## src/hw/rtl/assert_macros.svh

```systemverilog
// ---------------------------------------------------------------------------
// Assertion macros
// Shared wrappers for concurrent assertions on a clock and reset.
// ---------------------------------------------------------------------------
`ifndef ASSERT_MACROS_SVH
`define ASSERT_MACROS_SVH

// Generic form: explicit clock and reset.
`define ASSERT_CLK(label, clk, rst, prop, msg) \
   label: assert property (@(posedge clk) disable iff (rst) prop) else $error(msg);

// Block form: uses the local clock and reset names.
`define ASSERT_SYNC(label, prop, msg) `ASSERT_CLK(label, clock, reset, prop, msg)

`endif

```

## src/hw/rtl/bpm_pkg.sv

```systemverilog
// ---------------------------------------------------------------------------
// bpm_pkg
// Types, codes and constants shared by the breakpoint pool matcher.
// ---------------------------------------------------------------------------
package bpm_pkg;

   localparam int ADDR_WIDTH  = 32;
   localparam int PNUM_WIDTH  = 32;
   localparam int COUNT_WIDTH = 6;

   localparam int POOL_ENTRIES_DEFAULT = 32;
   localparam int NUMBER_WIDTH_DEFAULT = 32;

   localparam logic [COUNT_WIDTH-1:0] COUNT_MAX = '1;

   typedef logic [1:0] bpm_cmd_type;
   localparam bpm_cmd_type CMD_ADD    = 2'd0;
   localparam bpm_cmd_type CMD_DELETE = 2'd1;
   localparam bpm_cmd_type CMD_CHECK  = 2'd2;

   typedef logic [1:0] bpm_status_type;
   localparam bpm_status_type STATUS_OK        = 2'd0;
   localparam bpm_status_type STATUS_FULL      = 2'd1;
   localparam bpm_status_type STATUS_NOT_FOUND = 2'd2;

   typedef struct packed {
      bpm_cmd_type            command;
      logic [ADDR_WIDTH-1:0]  address;
      logic [PNUM_WIDTH-1:0]  point_number;
   } bpm_req_type;

   typedef struct packed {
      bpm_status_type         status;
      logic [PNUM_WIDTH-1:0]  assigned_number;
      logic [COUNT_WIDTH-1:0] removed_count;
      logic                   stop;
   } bpm_rsp_type;

   // Token that walks the cell chain, one cell per cycle.
   typedef struct packed {
      logic                   active;
      bpm_cmd_type            command;
      logic [ADDR_WIDTH-1:0]  address;
      logic [PNUM_WIDTH-1:0]  point_number;
      logic                   taken;
      logic [COUNT_WIDTH-1:0] removed_count;
      logic                   stop;
   } bpm_probe_type;

   typedef enum logic [1:0] {
      ST_IDLE,
      ST_HOLD,
      ST_RUN
   } bpm_state_type;

endpackage

```

## src/hw/rtl/bpm_cell.sv

```systemverilog
// ---------------------------------------------------------------------------
// bpm_cell
// One breakpoint slot. Applies the passing probe to its entry and registers
// the updated probe toward the next cell.
// ---------------------------------------------------------------------------
module bpm_cell import bpm_pkg::*; #(
   parameter int NUMBER_WIDTH = NUMBER_WIDTH_DEFAULT
) (
   input  logic                    clock,
   input  logic                    reset,
   input  logic [NUMBER_WIDTH-1:0] cand_number,
   input  bpm_probe_type           probe_in,
   output bpm_probe_type           probe_out
);

   localparam int CmpWidth = (NUMBER_WIDTH > PNUM_WIDTH) ? NUMBER_WIDTH : PNUM_WIDTH;

   logic                    valid_ff, valid_in;
   logic [ADDR_WIDTH-1:0]   address_ff, address_in;
   logic [NUMBER_WIDTH-1:0] number_ff, number_in;
   bpm_probe_type           probe_out_ff, probe_out_in;
   logic                    num_hit;

   assign num_hit = (probe_in.point_number == '0) ||
                    (CmpWidth'(number_ff) == CmpWidth'(probe_in.point_number));

   always_comb begin
      valid_in     = valid_ff;
      address_in   = address_ff;
      number_in    = number_ff;
      probe_out_in = probe_in;
      if (probe_in.active) begin
         case (probe_in.command)
            CMD_ADD: begin
               // first free slot along the chain takes the entry
               if (!valid_ff && !probe_in.taken) begin
                  valid_in           = 1'b1;
                  address_in         = probe_in.address;
                  number_in          = cand_number;
                  probe_out_in.taken = 1'b1;
               end
            end
            CMD_DELETE: begin
               if (valid_ff && num_hit) begin
                  valid_in = 1'b0;
                  if (probe_in.removed_count != COUNT_MAX) begin
                     probe_out_in.removed_count = probe_in.removed_count + 1'b1;
                  end
               end
            end
            CMD_CHECK: begin
               if (valid_ff && (address_ff == probe_in.address)) begin
                  probe_out_in.stop = 1'b1;
               end
            end
            default: begin
            end
         endcase
      end
   end

   always_ff @(posedge clock) begin
      if (reset) begin
         valid_ff     <= 1'b0;
         probe_out_ff <= '0;
      end else begin
         valid_ff     <= valid_in;
         probe_out_ff <= probe_out_in;
      end
   end

   always_ff @(posedge clock) begin
      address_ff <= address_in;
      number_ff  <= number_in;
   end

   assign probe_out = probe_out_ff;

endmodule

```

## config.mk

```make
export PLATFORM = sky130hd
export DESIGN_NAME = bpm_cell
export DESIGN_NICKNAME = d
export VERILOG_FILES = /design/src/hw/rtl/assert_macros.svh /design/src/hw/rtl/bpm_pkg.sv /design/src/hw/rtl/bpm_cell.sv
export SDC_FILE = /design/constraint.sdc
export NUM_CORES = 1
export LEC_CHECK = 0
export BUFFER_PORTS_ARGS = -buffer_cell sky130_fd_sc_hd__buf_2
export CAP_MARGIN = 20
export CELL_PAD_IN_SITES_DETAIL_PLACEMENT = 0
export CELL_PAD_IN_SITES_GLOBAL_PLACEMENT = 1
export CORE_UTILIZATION = 38
export DETAILED_ROUTE_END_ITERATION = 8
export PLACE_DENSITY = 0.8
export SYNTH_ARGS = -nofsm -noshare
export SYNTH_HDL_FRONTEND = slang
export SYNTH_SLANG_ARGS = --single-unit
```

## constraint.sdc

```tcl
create_clock -name clock -period 6.25 [get_ports clock]
set_clock_uncertainty 0.2 [all_clocks]
set_input_delay 1.5625 -clock clock [delete_from_list [all_inputs] [get_ports clock]]
set_output_delay 1.5625 -clock clock [all_outputs]
set_load 0.05 [all_outputs]
```

Word-level counts from Yosys, hierarchy flattened

Cells that the tools add are included.

Bits in registers: 140
Bits in latches: 0
Bits in writable memories: 0
Bits in read-only memories: 0
Input bits: 109
Output and inout bits: 75
Logic and storage cells: 40
Memories kept: 0

Add/sub/neg operators: 1
Multipliers: 0
Divide/modulo/power cells: 0
Order comparisons: 0
Eq/ne operators: 7
Shifts and indexed selects: 0
Multiplexer cells: 11
Bitwise gates (word level): 0
Reductions and logical operators: 11

Operator list:

| kind                  | count |
|---|---|
| $eq A32 B32 Y1        | 2 |
| $logic_not A32 Y1     | 1 |
| $mux W6               | 3 |
| $mux W8               | 1 |
| $add A6 B1 Y6 const B | 1 |
| $mux W1               | 6 |
| $ne A6 B6 Y1 const B  | 1 |
| $ne A2 B2 Y1 const B  | 2 |
| $reduce_and A4 Y1     | 1 |
| $logic_and A1 B1 Y1   | 3 |
| $reduce_and A3 Y1     | 1 |
| $eq A2 B1 Y1 const B  | 1 |
| $eq A2 B2 Y1 const B  | 1 |
| $logic_not A1 Y1      | 2 |
| $logic_not A2 Y1      | 1 |
| $pmux W1 S2           | 1 |
| $reduce_bool A2 Y1    | 1 |
| $logic_or A1 B1 Y1    | 1 |

Depth between registers and ports, before layout

Depth after elaboration: 6
Gate-level depth with buffers: 6
Depth with buffers taken out: 6

Worst setup path after synthesis

No wires, ideal clock.

Path type: input port to flip-flop
Start point: in probe_in[74] in the netlist's numbering
End point: reg valid_ff
Library setup time: 0.070 ns
Arrival time: 5.098 ns
Path slack: 0.881 ns
Stages on the path: 4
Cell sequence: nor2b_1 nand2_1 nor2_1 o221a_2

Word-level cells in the longest chain between the ends: 1

RTL lines:

| what                        | line           | source |
|---|---|---|
| start, declared             | bpm_cell.sv:12 | `input bpm_probe_type probe_in,` |
| $reduce_and A4 Y1 (no line) | -              |  |
| end signal, assigned        | bpm_cell.sv:67 | `valid_ff <= valid_in;` |
| end, declared               | bpm_cell.sv:18 | `logic valid_ff, valid_in;` |

No other way between the ends.
A chain may end at the register's enable or synchronous reset.

Worst setup path in the final report

Start point: in probe_in[74] in the netlist's numbering
End point: reg number_ff[14], enable pin

Word-level cells in the longest chain between the ends: 1

RTL lines:

| what                        | line           | source |
|---|---|---|
| $reduce_and A3 Y1 (no line) | -              |  |
| end signal, assigned        | bpm_cell.sv:74 | `number_ff <= number_in;` |
| end, declared               | bpm_cell.sv:20 | `logic [NUMBER_WIDTH-1:0] number_ff, number_in;` |

No other way between the ends.

==> results.py <==
metrics = {
    "outcome": {
        "status": "complete, no violations",
    },
    "worst_setup_path": {
        "rrSetupSlack_ns": 3.82,
        "worst_ep_required_time_ns": 6.12,
        "worstPathArrival_ns": 3.36,
        "critPathCaptureType": "flop",
        "crit_fanout": 34,
        "worstSetupPathType": "input port to flop",
        "cp-start-kind": "input port",
    },
    "clocking": {
        "hold_buffers": 0,
        "clockBufferDepth": 2,
        "worstSkewPairLatency_ns": 0.41,
        "clk_pin_slew_worst_paths_ns": 0.06,
        "cts_resized": 0,
        "root_buffer": "clkbuf_16",
        "cts_setup_buffers": 0,
        "htreeDepth": 4,
        "cts_buffers": 17,
        "cts_tree": "yes",
        "numClockSinks": 140,
    },
    "die": {
        "rows": 41,
        "die_w_um": 116,
        "initial_core_util_pct": 39.0,
        "die_y_um": 116,
        "pin_count": 184,
        "core_area_mm2": 0.0127,
        "die_area_mm2": 0.0135,
    },
    "synth": {
        "ys_seq_area_share_pct": 69.7,
        "synthDistinctLibCells": 33,
        "syn_area_mm2": 0.00494,
        "synth_xor_area_share_pct": 11.3,
        "synth_area_leader_cell": "edfxtp_1",
        "yosysWarnings": 0,
        "synth_adder_area_share_pct": 0.253,
        "synthArstFlopShare_pct": 0,
        "synthSimpleGateAreaFrac_pct": 15.7,
        "synth_area_leaders": "edfxtp_1 (39%), dfxtp_1 (31%), xnor2_1 (11%)",
        "synth_mux_area_share_pct": 0.431,
        "synth_compound_area_share_pct": 1.70,
        "synthesis.nets": 466,
        "synth_top_area_share_pct": 38.9,
        "ys.flop_type": "dfxtp_1",
        "syn_inst": 356,
        "synth_edf_count": 64,
        "synth_top_family_by_area": "simple AND/OR/NAND/NOR gates",
        "ys_seq_elements": 140,
        "syn_avg_cell_area_um2": 13.9,
    },
    "routing": {
        "post_drt_wl_per_cell_um": 14.8,
        "drt-total-wl_um": 10900,
        "via_per_inst": 4.45,
        "drt-initial-drc-count": 192,
        "ant_nets": 0,
        "vias": 3277,
        "drt-pass1-iter-count": 4,
        "route.detailed.drc": 0,
    },
    "finish": {
        "final_nets": 662,
        "area_delta_synth_final_pct": 35.5,
        "antenna_cells": 0,
        "drive_gt1_share_pct": 38.9,
        "stdcell_count": 737,
    },
    "global_routing": {
        "grt.busiest_layer": "met2",
        "grt_pass1_vias": 3121,
        "grt_max_degree": 76,
        "grt.overflow.total": 0,
        "track_usage_pct": 17.1,
        "antenna_found_initial": 0,
        "grt_pass1_wl_um": 16400,
        "gr-usage-met3_pct": 5.13,
        "use_met1_pct": 20.5,
        "grt.met2_usage_pct": 28.0,
    },
    "timing": {
        "setup_viol": 0,
        "rsz0062_at_grt": "false",
        "tightest_slew_ns": 0.945,
        "slew_violations": 0,
        "fmax_ghz": 0.286,
        "period_minus_slack_ns": 3.50,
        "finalHoldViolations": 0,
        "relSlewSlack_pct": 36.8,
        "fin_crit_sh_pct": 56.0,
        "whs_ns": 0.437,
        "tns_ns": 0,
    },
    "hold_path": {
        "min_path_type": "flop to flop",
    },
    "power_and_ir_drop": {
        "max-vdd-ir-drop_v": 0.000232,
        "power_density_mw_per_mm2": 344,
        "leakage_nw": 2.72,
    },
    "placed_design": {
        "dp_hpwl_um": 7980,
        "port_buffers": 183,
        "dp_cells": 705,
        "place_congestion": 0.758,
    },
    "job": {
        "drv_cap": 0,
    },
}
## cells by family (layout without fill, tap and decap cells)
logic type               Yosys count  in the layout
adder cells (fa/ha/maj)            1              1
multiplexers                       2              2
XOR/XNOR                          64             64
AO/OA/AOI/OAI                     10             10
buffers and inverters             11            220
flip-flops                       140            140
AND/OR/NAND/NOR                  128            128
## power by group
group,switching [mW],total (mW),internal [mW]
Sequential,0.00900,1.00,0.993
Clock,0.363,1.06,0.699
Combinational,0.160,0.236,0.0758
Total,0.532,2.30,1.77
## sequential cells by signal, summed over array words and instances (netlist names)
name,cells
address_ff,32
valid_ff,1
number_ff,32
probe_out,75
## routing by layer
layer | vias up | routed length [um]
met5 | - | 0
met4 | 0 | 227
met3 | 16 | 542
met2 | 106 | 5570
met1 | 1524 | 4580
li1 | 1631 | -
## final timing paths
path                               from                 endpoint  depth (start not counted)
setup / recovery           probe_in[74]  number_ff[14]$_DFFE_PP_                          5
hold / removal    valid_ff$_SDFFE_PP0P_    valid_ff$_SDFFE_PP0P_                          1
setup reg to reg  valid_ff$_SDFFE_PP0P_  number_ff[14]$_DFFE_PP_                          4
hold reg to reg   valid_ff$_SDFFE_PP0P_    valid_ff$_SDFFE_PP0P_                          1
## cell usage after synthesis (2+ instances only)
| library cell | number |
|---|---|
| clkbuf_1 | 8 |
| xnor2_1 | 63 |
| nor4_1 | 9 |
| dfxtp_1 | 76 |
| edfxtp_1 | 64 |
| inv_1 | 3 |
| nand3_1 | 4 |
| nor4_2 | 2 |
| nor3_1 | 4 |
| nand4_1 | 18 |
| a21oi_1 | 2 |
| nand2_1 | 7 |
| nor2_1 | 8 |
| nor2b_1 | 69 |
## through the flow
stage	cell area, um2	power (mW)	utilization (%)	setup slack [ns]
2_1_floorplan	4940	1.17	-	0.881
3_3_place_gp	6060	1.25	47.9	2.38
6_report	6690	2.30	52.8	2.75
5_1_grt	6690	2.38	52.8	2.52
4_1_cts	6690	2.33	52.8	2.73
3_5_place_dp	6060	1.26	47.9	2.27
## layout make-up
type                       count  area (um2)
fill                        1153        5980
sequential                   140        3440
multi-input combinational    205        1460
timing repair buffer         185         931
clock buffer                  17         425
tap                          172         215
clock inverter                15         203
inverter                       3        11.3
## worst max-delay path, cell delays in order
cell     delay [ns]
buf_2          0.10
nor2b_1        0.28
nand2_1        0.14
nor2_4         0.73
buf_4          0.52
## placed cells by master, fill, tap and decap left out, types with 2 or more instances in the layout
master     count
a21oi_1        2
buf_2        183
buf_4          2
bufinv_16      5
clkbuf_16     17
clkinv_1       3
clkinv_2       5
dfxtp_1       76
edfxtp_1      64
inv_1          3
nand2_1        7
nand3_1        4
nand4_1       18
nor2_1         7
nor2b_1       69
nor3_1         4
nor4_1         9
nor4_2         2
xnor2_1       63
Power figures use the tool's default switching activity.
